$ cat src/sv/multi_channel_deadline_timer_bank_core_defines.svh
// assertion macros shared by the timer bank rtl
`ifndef MULTI_CHANNEL_DEADLINE_TIMER_BANK_CORE_DEFINES_SVH
`define MULTI_CHANNEL_DEADLINE_TIMER_BANK_CORE_DEFINES_SVH

// consequent checked in the same cycle
`define MCDTB_ASSERT_SAME(label, clk, rst, ante, cons, msg) \
   label: assert property (@(posedge clk) disable iff (rst) (ante) |-> (cons)) else $error(msg);

// consequent checked in the cycle after the antecedent
`define MCDTB_ASSERT_NEXT(label, clk, rst, ante, cons, msg) \
   label: assert property (@(posedge clk) disable iff (rst) (ante) |=> (cons)) else $error(msg);

`endif

$ cat src/sv/mcdtb_pkg.sv
// types and constants of the deadline timer bank
package mcdtb_pkg;

   localparam int OP_W   = 2;
   localparam int ID_W   = 4;
   localparam int MS_W   = 16;
   localparam int TPM_W  = 16;
   localparam int CNT_W  = 32;
   localparam int MASK_W = 16;

   localparam logic [OP_W-1:0] OP_TICK    = 2'd0;
   localparam logic [OP_W-1:0] OP_START   = 2'd1;
   localparam logic [OP_W-1:0] OP_RESTART = 2'd2;
   localparam logic [OP_W-1:0] OP_STOP    = 2'd3;

   localparam logic [TPM_W-1:0] TPM_RESET = 16'd1;

   typedef enum logic [2:0] {
      ST_IDLE,
      ST_WALK,
      ST_MUL,
      ST_WRITE,
      ST_SEL_RD,
      ST_RESP
   } state_type;

endpackage

$ cat src/sv/mcdtb_ram.sv
// generic single write port ram with registered read
module mcdtb_ram #(
   parameter int WIDTH = 32,
   parameter int DEPTH = 16,
   localparam int AW = (DEPTH > 1) ? $clog2(DEPTH) : 1
) (
   input  logic             clock,
   input  logic             wr_en,
   input  logic [AW-1:0]    wr_addr,
   input  logic [WIDTH-1:0] wr_data,
   input  logic [AW-1:0]    rd_addr,
   output logic [WIDTH-1:0] rd_data
);

   logic [WIDTH-1:0] mem_ff [DEPTH];
   logic [WIDTH-1:0] rd_data_ff;

   always_ff @(posedge clock) begin
      if (wr_en) begin
         mem_ff[wr_addr] <= wr_data;
      end
      rd_data_ff <= mem_ff[rd_addr];
   end

   assign rd_data = rd_data_ff;

endmodule

$ cat src/sv/multi_channel_deadline_timer_bank_core.sv
// bank of deadline timers: tick, start, restart and stop commands
//
// command channel: req_op, req_timer_id and req_deadline_ms are taken at a
// rising edge with start high and busy low. each command gives one response
// beat: rsp_valid is high for exactly one cycle with the expired and running
// masks and the count of the addressed timer. the receiver cannot stall it.
// csr_wr_en / csr_wr_data write ticks_per_ms at any edge, no wait states.
//
// states from the accepting edge to the response cycle:
//   tick            ST_WALK (one timer per cycle through the shared
//                   increment/compare unit, count and deadline rams), ST_SEL_RD
//   start           ST_MUL (one registered 16x16 multiply), ST_WRITE, ST_SEL_RD
//   restart, stop   ST_WRITE, ST_SEL_RD
// busy drops in the cycle after the response, so a new command is accepted
// only once the previous one has finished.
//
// reset stops all timers, clears both masks, marks every count as zero and
// sets ticks_per_ms to 1; commands may follow at the next edge.
`include "multi_channel_deadline_timer_bank_core_defines.svh"

module multi_channel_deadline_timer_bank_core #(
   parameter int NUM_TIMERS = 16
) (
   input  logic                         clock,
   input  logic                         reset,
   input  logic                         start,
   output logic                         busy,
   input  logic [mcdtb_pkg::OP_W-1:0]   req_op,
   input  logic [mcdtb_pkg::ID_W-1:0]   req_timer_id,
   input  logic [mcdtb_pkg::MS_W-1:0]   req_deadline_ms,
   output logic                         rsp_valid,
   output logic [mcdtb_pkg::MASK_W-1:0] rsp_expired_mask,
   output logic [mcdtb_pkg::MASK_W-1:0] rsp_running_mask,
   output logic [mcdtb_pkg::CNT_W-1:0]  rsp_selected_count,
   input  logic                         csr_wr_en,
   input  logic [mcdtb_pkg::TPM_W-1:0]  csr_wr_data
);

   localparam int AW = (NUM_TIMERS > 1) ? $clog2(NUM_TIMERS) : 1;
   localparam int WC = $clog2(NUM_TIMERS + 1);
   localparam int MW = (NUM_TIMERS < mcdtb_pkg::MASK_W) ? NUM_TIMERS : mcdtb_pkg::MASK_W;
   localparam logic [WC-1:0] WALK_END = WC'(NUM_TIMERS);
   localparam int CW = mcdtb_pkg::CNT_W;

   mcdtb_pkg::state_type state_ff, state_in;

   logic [mcdtb_pkg::OP_W-1:0]  op_ff, op_in;
   logic [mcdtb_pkg::ID_W-1:0]  id_ff, id_in;
   logic [mcdtb_pkg::MS_W-1:0]  ms_ff, ms_in;
   logic                        id_ok_ff, id_ok_in;
   logic [CW-1:0]               prod_ff, prod_in;
   logic [mcdtb_pkg::TPM_W-1:0] tpm_ff, tpm_in;
   logic [WC-1:0]               walk_ff, walk_in;
   logic                        wb_vld_ff, wb_vld_in;
   logic [AW-1:0]               wb_idx_ff, wb_idx_in;
   logic [NUM_TIMERS-1:0]       running_ff, running_in;
   logic [NUM_TIMERS-1:0]       expired_ff, expired_in;
   logic [NUM_TIMERS-1:0]       cnt_vld_ff, cnt_vld_in;

   logic [AW-1:0] id_addr;
   logic          cnt_we, dl_we;
   logic [AW-1:0] cnt_waddr, cnt_raddr, dl_raddr;
   logic [CW-1:0] cnt_wdata, dl_wdata, cnt_rdata, dl_rdata;
   logic [CW-1:0] cur_cnt;
   logic [CW:0]   nxt_cnt;

   assign id_addr = AW'(id_ff);

   mcdtb_ram #(.WIDTH(CW), .DEPTH(NUM_TIMERS)) u_cnt_ram (
      .clock   (clock),
      .wr_en   (cnt_we),
      .wr_addr (cnt_waddr),
      .wr_data (cnt_wdata),
      .rd_addr (cnt_raddr),
      .rd_data (cnt_rdata)
   );

   mcdtb_ram #(.WIDTH(CW), .DEPTH(NUM_TIMERS)) u_dl_ram (
      .clock   (clock),
      .wr_en   (dl_we),
      .wr_addr (id_addr),
      .wr_data (dl_wdata),
      .rd_addr (dl_raddr),
      .rd_data (dl_rdata)
   );

   // next state
   always_comb begin
      state_in = state_ff;
      case (state_ff)
         mcdtb_pkg::ST_IDLE: begin
            if (start) begin
               case (req_op)
                  mcdtb_pkg::OP_TICK:  state_in = mcdtb_pkg::ST_WALK;
                  mcdtb_pkg::OP_START: state_in = mcdtb_pkg::ST_MUL;
                  default:             state_in = mcdtb_pkg::ST_WRITE;
               endcase
            end
         end
         mcdtb_pkg::ST_WALK: begin
            if (walk_ff == WALK_END) begin
               state_in = mcdtb_pkg::ST_SEL_RD;
            end
         end
         mcdtb_pkg::ST_MUL:    state_in = mcdtb_pkg::ST_WRITE;
         mcdtb_pkg::ST_WRITE:  state_in = mcdtb_pkg::ST_SEL_RD;
         mcdtb_pkg::ST_SEL_RD: state_in = mcdtb_pkg::ST_RESP;
         mcdtb_pkg::ST_RESP:   state_in = mcdtb_pkg::ST_IDLE;
         default:              state_in = mcdtb_pkg::ST_IDLE;
      endcase
   end

   // datapath and ram control
   always_comb begin
      op_in      = op_ff;
      id_in      = id_ff;
      ms_in      = ms_ff;
      id_ok_in   = id_ok_ff;
      prod_in    = prod_ff;
      tpm_in     = csr_wr_en ? csr_wr_data : tpm_ff;
      walk_in    = walk_ff;
      wb_vld_in  = 1'b0;
      wb_idx_in  = wb_idx_ff;
      running_in = running_ff;
      expired_in = expired_ff;
      cnt_vld_in = cnt_vld_ff;
      cnt_we     = 1'b0;
      cnt_waddr  = id_addr;
      cnt_wdata  = '0;
      cnt_raddr  = id_addr;
      dl_we      = 1'b0;
      dl_wdata   = '0;
      dl_raddr   = walk_ff[AW-1:0];
      cur_cnt    = cnt_vld_ff[wb_idx_ff] ? cnt_rdata : '0;
      nxt_cnt    = {1'b0, cur_cnt} + 1'b1;
      case (state_ff)
         mcdtb_pkg::ST_IDLE: begin
            if (start) begin
               op_in    = req_op;
               id_in    = req_timer_id;
               ms_in    = req_deadline_ms;
               id_ok_in = (32'(req_timer_id) < NUM_TIMERS);
               walk_in  = '0;
            end
         end
         mcdtb_pkg::ST_WALK: begin
            // read timer walk_ff while timer wb_idx_ff is written back
            if (walk_ff != WALK_END) begin
               cnt_raddr = walk_ff[AW-1:0];
               wb_vld_in = 1'b1;
               wb_idx_in = walk_ff[AW-1:0];
               walk_in   = WC'(walk_ff + 1'b1);
            end
            if (wb_vld_ff && running_ff[wb_idx_ff]) begin
               cnt_we                = 1'b1;
               cnt_waddr             = wb_idx_ff;
               cnt_vld_in[wb_idx_ff] = 1'b1;
               if (nxt_cnt >= {1'b0, dl_rdata}) begin
                  expired_in[wb_idx_ff] = 1'b1;
                  cnt_wdata             = dl_rdata;
               end else begin
                  expired_in[wb_idx_ff] = 1'b0;
                  cnt_wdata             = nxt_cnt[CW-1:0];
               end
            end
         end
         mcdtb_pkg::ST_MUL: begin
            prod_in = {16'b0, ms_ff} * {16'b0, tpm_ff};
         end
         mcdtb_pkg::ST_WRITE: begin
            if (id_ok_ff) begin
               cnt_we              = 1'b1;
               cnt_vld_in[id_addr] = 1'b1;
               expired_in[id_addr] = 1'b0;
               case (op_ff)
                  mcdtb_pkg::OP_START: begin
                     dl_we               = 1'b1;
                     dl_wdata            = prod_ff;
                     running_in[id_addr] = 1'b1;
                  end
                  mcdtb_pkg::OP_STOP: begin
                     dl_we               = 1'b1;
                     running_in[id_addr] = 1'b0;
                  end
                  default: ;
               endcase
            end
         end
         default: ;
      endcase
   end

   always_ff @(posedge clock) begin
      if (reset) begin
         state_ff   <= mcdtb_pkg::ST_IDLE;
         tpm_ff     <= mcdtb_pkg::TPM_RESET;
         walk_ff    <= '0;
         wb_vld_ff  <= 1'b0;
         running_ff <= '0;
         expired_ff <= '0;
         cnt_vld_ff <= '0;
      end else begin
         state_ff   <= state_in;
         tpm_ff     <= tpm_in;
         walk_ff    <= walk_in;
         wb_vld_ff  <= wb_vld_in;
         running_ff <= running_in;
         expired_ff <= expired_in;
         cnt_vld_ff <= cnt_vld_in;
      end
      op_ff     <= op_in;
      id_ff     <= id_in;
      ms_ff     <= ms_in;
      id_ok_ff  <= id_ok_in;
      prod_ff   <= prod_in;
      wb_idx_ff <= wb_idx_in;
   end

   assign busy               = (state_ff != mcdtb_pkg::ST_IDLE);
   assign rsp_valid          = (state_ff == mcdtb_pkg::ST_RESP);
   assign rsp_expired_mask   = mcdtb_pkg::MASK_W'(expired_ff[MW-1:0]);
   assign rsp_running_mask   = mcdtb_pkg::MASK_W'(running_ff[MW-1:0]);
   assign rsp_selected_count = (id_ok_ff && cnt_vld_ff[id_addr]) ? cnt_rdata : '0;

   `MCDTB_ASSERT_SAME(a_rsp_while_busy, clock, reset, rsp_valid, busy, "response beat outside busy")
   `MCDTB_ASSERT_NEXT(a_accept_busy, clock, reset, start && !busy, busy, "accepted command did not raise busy")
   `MCDTB_ASSERT_NEXT(a_rsp_single, clock, reset, rsp_valid, !rsp_valid, "response beat longer than one cycle")
   `MCDTB_ASSERT_SAME(a_expired_running, clock, reset, 1'b1, (expired_ff & ~running_ff) == '0, "expired timer is not running")

endmodule
$ cat config.mk
export PLATFORM = sky130hd
export DESIGN_NAME = multi_channel_deadline_timer_bank_core
export DESIGN_NICKNAME = d
export VERILOG_FILES = /design/src/sv/mcdtb_pkg.sv /design/src/sv/mcdtb_ram.sv /design/src/sv/multi_channel_deadline_timer_bank_core.sv
export VERILOG_INCLUDE_DIRS = /design/src /design/src/sv
export SDC_FILE = /design/constraint.sdc
export NUM_CORES = 2
export LEC_CHECK = 0
export ABC_AREA = 1
export BUFFER_PORTS_ARGS = -buffer_cell sky130_fd_sc_hd__buf_2
export CAP_MARGIN = 20
export CORE_MARGIN = 3
export CORE_UTILIZATION = 40
export DETAILED_ROUTE_END_ITERATION = 6
export SKIP_CTS_REPAIR_TIMING = 1
export SLEW_MARGIN = 20
export SYNTH_ARGS = -nofsm -noshare
export SYNTH_HDL_FRONTEND = slang
export SYNTH_SLANG_ARGS = --single-unit
$ cat constraint.sdc
create_clock -name clock -period 7.2 [get_ports clock]
set_clock_uncertainty 0.05 [all_clocks]
set_input_delay 0.72 -clock clock [delete_from_list [all_inputs] [get_ports clock]]
set_output_delay 0.72 -clock clock [all_outputs]
set_load 0.01 [all_outputs]
* Yosys cells after proc, flatten, opt, wreduce, memory -nomap -nowiden
Memory sizes are Yosys's and may differ from the RTL's. A register that Yosys moved wholly into a read port is not among the register bits.
Index checks and enable logic that the tools add are counted.
** Storage, ports and cells
- Logic and storage cells :: 106
- Register bits after elaboration :: 131
- Memory bits (writable) :: 1024
- Memories kept :: 2
- Bits of input ports :: 42
- Output and inout port bits :: 66
** Memory list
- u_cnt_ram.mem_ff :: words 16, width 32, rd ports 1, clocked after Yosys merged registers in 1, wr ports 1, RTL line mcdtb_ram.sv:15 : logic [WIDTH-1:0] mem_ff [DEPTH];
- u_dl_ram.mem_ff :: words 16, width 32, rd ports 1, clocked after Yosys merged registers in 1, wr ports 1, RTL line mcdtb_ram.sv:15
** Operators by class
- Mux-type cells :: 43
- Bitwise gates (word level) :: 10
- Add/subtract/negate cells :: 2
- Equality and inequality tests :: 14
- Reduce and logical (&&, ||, !) cells :: 17
- Multipliers :: 1
- Magnitude comparators :: 5
** Operators by type and width (number)
- $mux W32 :: 7
- $pmux W16 S2 :: 3
- $or A16 B16 Y16 :: 4
- $and A16 B16 Y16 :: 3
- $mux W16 :: 3
- $add A32 B1 Y33 const B :: 1
- $ge A33 B32 Y1 :: 1
- $mul A16 B16 Y32 :: 1
- $not A16 Y16 :: 2
- $mux W4 :: 4
- $pmux W3 S5 :: 1
- $mux W1 :: 13
- $bmux W1 S4 :: 3
- $lt A4 B5 Y1 const B :: 2
- $mux W5 :: 2
- $pmux W5 S2 :: 1
- $reduce_and A2 Y1 :: 5
- $demux W1 S4 :: 2
- $ge A4 B1 Y1 const B :: 2
- $ne A2 B2 Y1 const B :: 4
- $eq A3 B2 Y1 const B :: 2
- $eq A3 B3 Y1 const B :: 2
- $mux W3 :: 2
- $reduce_bool A2 Y1 :: 3
- 15 further kinds :: 19

* Logic depth before layout (Yosys ltp)
- Depth after elaboration :: 9
- Gate-level depth with buffers :: 34

* Hierarchy
Synthesis repeated with hierarchy kept, for this count alone.
** Second synthesis, totals
- Cells, all modules :: 6722
- Area total of the unflattened synthesis :: 62855.3 um^2
** Modules (own cells, without submodules)
- mcdtb_ram :: area an instance 22730.6 um^2, times used 2, cells an instance 2120, sequential area each 16015.4 um^2
- multi_channel_deadline_timer_bank_core :: area an instance 17394.2 um^2, times used 1, cells an instance 2482, sequential area each 3203.1 um^2

* Worst setup path after synthesis
Ideal clock, no wire load.
- Path type :: flip-flop to flip-flop
- Start :: reg ms_ff[11] (netlist name)
- End :: reg prod_ff[28] (data pin)
- Path buffers :: 2
- Cell stages (with the launch flop) :: 22
- Required time :: 6.891 ns
- Path slack :: 1.534 ns
- Period minus slack after synthesis :: 5.666 ns
- Setup time :: 0.259 ns
- Arrival :: 5.357 ns
- Cell sequence :: edfxtp_1 -> buf_1 -> clkbuf_1 -> nand2_1 -> fa_1 -> fa_1 -> inv_1 -> fa_1 -> fa_1 -> fa_1 -> inv_1 -> fa_1 -> inv_1 -> ha_1 -> nand2_1 -> nor4_1 -> nand2_1 -> o211ai_1 -> nand3_1 -> nand2_1 -> a31oi_1 -> xnor2_1
** Between the ends
- Word-level cells in the longest chain between the ends :: 1
** Ends and longest elaborated chain
- from (decl) :: RTL line multi_channel_deadline_timer_bank_core.sv:49 : logic [mcdtb_pkg::MS_W-1:0] ms_ff, ms_in;
- from (signal assigned) :: RTL line multi_channel_deadline_timer_bank_core.sv:213 : ms_ff <= ms_in;
- $mul A16 B16 Y32 :: RTL line multi_channel_deadline_timer_bank_core.sv:168 : prod_in = {16'b0, ms_ff} * {16'b0, tpm_ff};
- to (signal assigned) :: RTL line multi_channel_deadline_timer_bank_core.sv:215 : prod_ff <= prod_in;
- to (decl) :: RTL line multi_channel_deadline_timer_bank_core.sv:51 : logic [CW-1:0] prod_ff, prod_in;
No other way between the ends.
A chain may end at the register's enable or synchronous reset.

* Final worst setup path
- Start :: reg ms_ff[10] (netlist name)
- End :: reg prod_ff[31] (data pin)
The elaborated chain is that of the path after synthesis.

==> metrics.yaml <==
vias_per_cell: 5.439
yosysWarnings: 0
path_depth: 19
maxSlewViolCount: 0
grt_max_degree: 165
cpPeakStageDelay_ns: 0.87
yosysTopAreaCellShare: 0.5624
tns_ns: 0
antenna_left: 0
ir_drop_mv: 0.4551
portBuffers: 107
power_density_nw_per_um2: 380.5
cts-root-buf: "clkbuf_16"
setup-violations-final: 0
setup_slack_ns: 0.9100
core_um2: 142400
die_x_um: 386.0
dr.pass1.iters: 6
drive_gt1_frac: 0.08584
path_max_fanout: 16
status: "finished clean"
clock_path_buffers: 3
power.internal_mw: 15.17
ys_ff_latch: 1219
grt_usage: 0.2239
crit_slowest_cell: "edfxtp_1"
nNetsFinal: 5742
power_mw: 24.69
routedWlPerCell_um: 22.73
post-route-period-util: 0.8736
cts_tree: "built"
synth_ff_type: "edfxtp_1"
syn-num-nets: 5731
yosysSeqAreaShare: 0.6099
grt_pass1_wl_um: 248200
netlist_top_cells_count: "edfxtp_1 (1,082), nor2_1 (874), nand2_1 (802)"
switching_share: 0.3854
syn2layout_area_growth_pct: 12.30
slew-limit-headroom: 0.2786
hold_viol: 0
clk_latency_ns: 0.77
gp_congestion: 0.9197
path_cells: "nand2_1 -> fa_1 -> fa_1 -> fa_1 -> fa_1 -> inv_1 -> fa_1 -> inv_1 -> fa_1 -> inv_1 -> ha_1 -> nand2_1 -> nor2_1 -> nand2_1 -> nand2_1 -> a31oi_1 -> o21ai_0 -> a31oi_1 -> xnor2_1"
design.die.area_um2: 149000
dr_total_vias: 40070
critPathKind: "reg -> reg"
initial_core_util: 0.4056
clock_sinks: 1219
crit_arrival_ns: 6.74
netlist_instances: 5356
clkPwrFrac: 0.273
row_count: 138
die_y_um: 386.0
syn_avg_cell_area_um2: 10.79
drc: 0
hold_path.class: "in -> reg"
critPathBufInv: 3
routed_wl_um: 167500
cp-start-kind: "flip-flop"
maxCapViolations: 0
grt_pass1_vias: 38634
ys_types: 47
p_leak_nw: 22.69
cts.clk_slew.worst_paths_ns: 0.07
critPathMostFrequentCell: "fa_1"
final.min_clock_period_ns: 6.290
synth_edf_count: 1082
dp_hpwl_um: 99100
dp_slack_ns: 0.9860
yosysTopAreaCell: "edfxtp_1"
yosysMostFrequentCell: "edfxtp_1"
drt_iter0_drc: 4020
hold_slack_ns: 0.07939
htreeDepth: 4
synth_area_leaders: "edfxtp_1 (56%), fa_1 (6.7%), nor2_1 (5.7%)"
p_comb_frac: 0.370
io_pins: 108
async_flop_share: 0
clock.fmax_mhz: 159.0
p_seq_frac: 0.356
tightestPinTransition_ns: 1.082
ff2ff_path_depth: 19
hold_path_depth: 1
synth_area_um2: 57770
worst_path_dominant_cell_family: "adder cells"
numCtsBuffers: 132
rsz0062_at_grt: "no"
antenna_found_initial: 4
switchingPower_mw: 9.513
required_ns: 7.65
critPathCaptureType: "flip-flop"
gr-total-overflow: 0
==> placed cells by master (no fill, tap or decap), types with 9 or more instances in the layout <==
| master | instances |
|---|---|
| o22ai_1 | 203 |
| clkbuf_8 | 18 |
| nand2_2 | 9 |
| buf_2 | 107 |
| fa_1 | 194 |
| buf_4 | 75 |
| clkinv_2 | 20 |
| nor2_4 | 23 |
| clkbuf_1 | 33 |
| nor2_2 | 15 |
| clkinv_1 | 11 |
| nand4_1 | 41 |
| nor2_1 | 848 |
| o21ai_1 | 13 |
| clkbuf_16 | 138 |
| nand3b_1 | 9 |
| o21ai_4 | 13 |
| ha_1 | 139 |
| nand3_1 | 80 |
| nor3_1 | 32 |
| a211oi_1 | 10 |
| dfxtp_1 | 135 |
| o211ai_1 | 9 |
| nand2_1 | 796 |
| a31oi_1 | 16 |
| xnor2_1 | 19 |
| xor2_1 | 24 |
| a22oi_1 | 9 |
| edfxtp_1 | 1082 |
| a21oi_1 | 84 |
| o21ai_0 | 596 |
| o221ai_1 | 66 |
| inv_1 | 535 |
==> registers in the layout (all words and copies together) (netlist names), named ones only <==
signal and count:
cnt_vld_ff 16, id_addr 4, ms_ff 16, op_ff 2
prod_ff 32, state_ff 3, tpm_ff 16, u_cnt_ram.mem_ff 512
u_cnt_ram.rd_data 32, u_dl_ram.mem_ff 512, u_dl_ram.rd_data 32, walk_ff 5
wb_idx_ff 4, wb_vld_ff 1
==> metrics by stage <==
stage	area, um2	util	std cells
after floorplan	57770	-	5356
after global placement	60440	0.4243	7120
after detailed placement	60490	0.4246	7122
after CTS	64850	0.4553	7364
after global routing	64870	0.4554	7367
final	64870	0.4554	7367
==> routing by layer <==
metal / vias to the layer above / share of wire / routed length [um] / GRT usage
li1: 18304 / - / - / -
met1: 19898 / 0.42 / 71040 / 0.3093
met2: 1590 / 0.46 / 76680 / 0.3497
met3: 276 / 0.083 / 13940 / 0.04549
met4: 2 / 0.035 / 5782 / 0.08246
met5: - / 0.000072 / 12 / 0
==> worst paths after layout <==
kind | from | endpoint | slack (ns)
worst max-delay path | ms_ff[10]$_DFFE_PP_ | prod_ff[31]$_DFFE_PP_ | 0.91
worst min-delay path | req_deadline_ms[15] | ms_ff[15]$_DFFE_PP_ | 0.08
worst max register to register | ms_ff[10]$_DFFE_PP_ | prod_ff[31]$_DFFE_PP_ | 0.91
worst min register to register | flip-flop | flip-flop | 0.45
==> worst register-to-register path: stages (launching register included) <==
cell and delay [ns]:
edfxtp_1 0.87, nand2_1 0.18, fa_1 0.54, fa_1 0.57
fa_1 0.45, fa_1 0.56, inv_1 0.05, fa_1 0.47
inv_1 0.05, fa_1 0.47, inv_1 0.05, ha_1 0.36
nand2_1 0.13, nor2_1 0.19, nand2_1 0.07, nand2_1 0.08
a31oi_1 0.06, o21ai_0 0.48, a31oi_1 0.18, xnor2_1 0.16
==> kinds of logic after synthesis <==
family | share of synthesized area
adders and majority gates | 0.09733
and+or+nand+nor | 0.1273
xor gates and xnor gates | 0.006519
buffers and inverters | 0.05783
AOI/OAI and AO/OA | 0.1011
DFF | 0.6099
==> cell type report <==
type                       instances  area [um2]
fill                           13087       77580
sequential                      1219       35240
clock inverter                    53       535.5
multi-input combinational       3276       19560
tap                             1890        2365
timing repair buffer             190        1274
inverter                         548        2069
antenna                            2       5.005
clock buffer                     189        3825
==> power groups by stage <==
| stage | sequential, mW | clock (mW) | combinational, mW |
|---|---|---|---|
| floorplan | 8.54 | 0 | 6.51 |
| detailed placement | 8.93 | 0 | 9.05 |
| global placement | 8.93 | 0 | 9.01 |
| finish | 8.80 | 6.75 | 9.14 |
| CTS | 8.79 | 6.85 | 9.12 |
| global route | 8.83 | 7.14 | 10.2 |
Power figures use the tool's default switching activity.
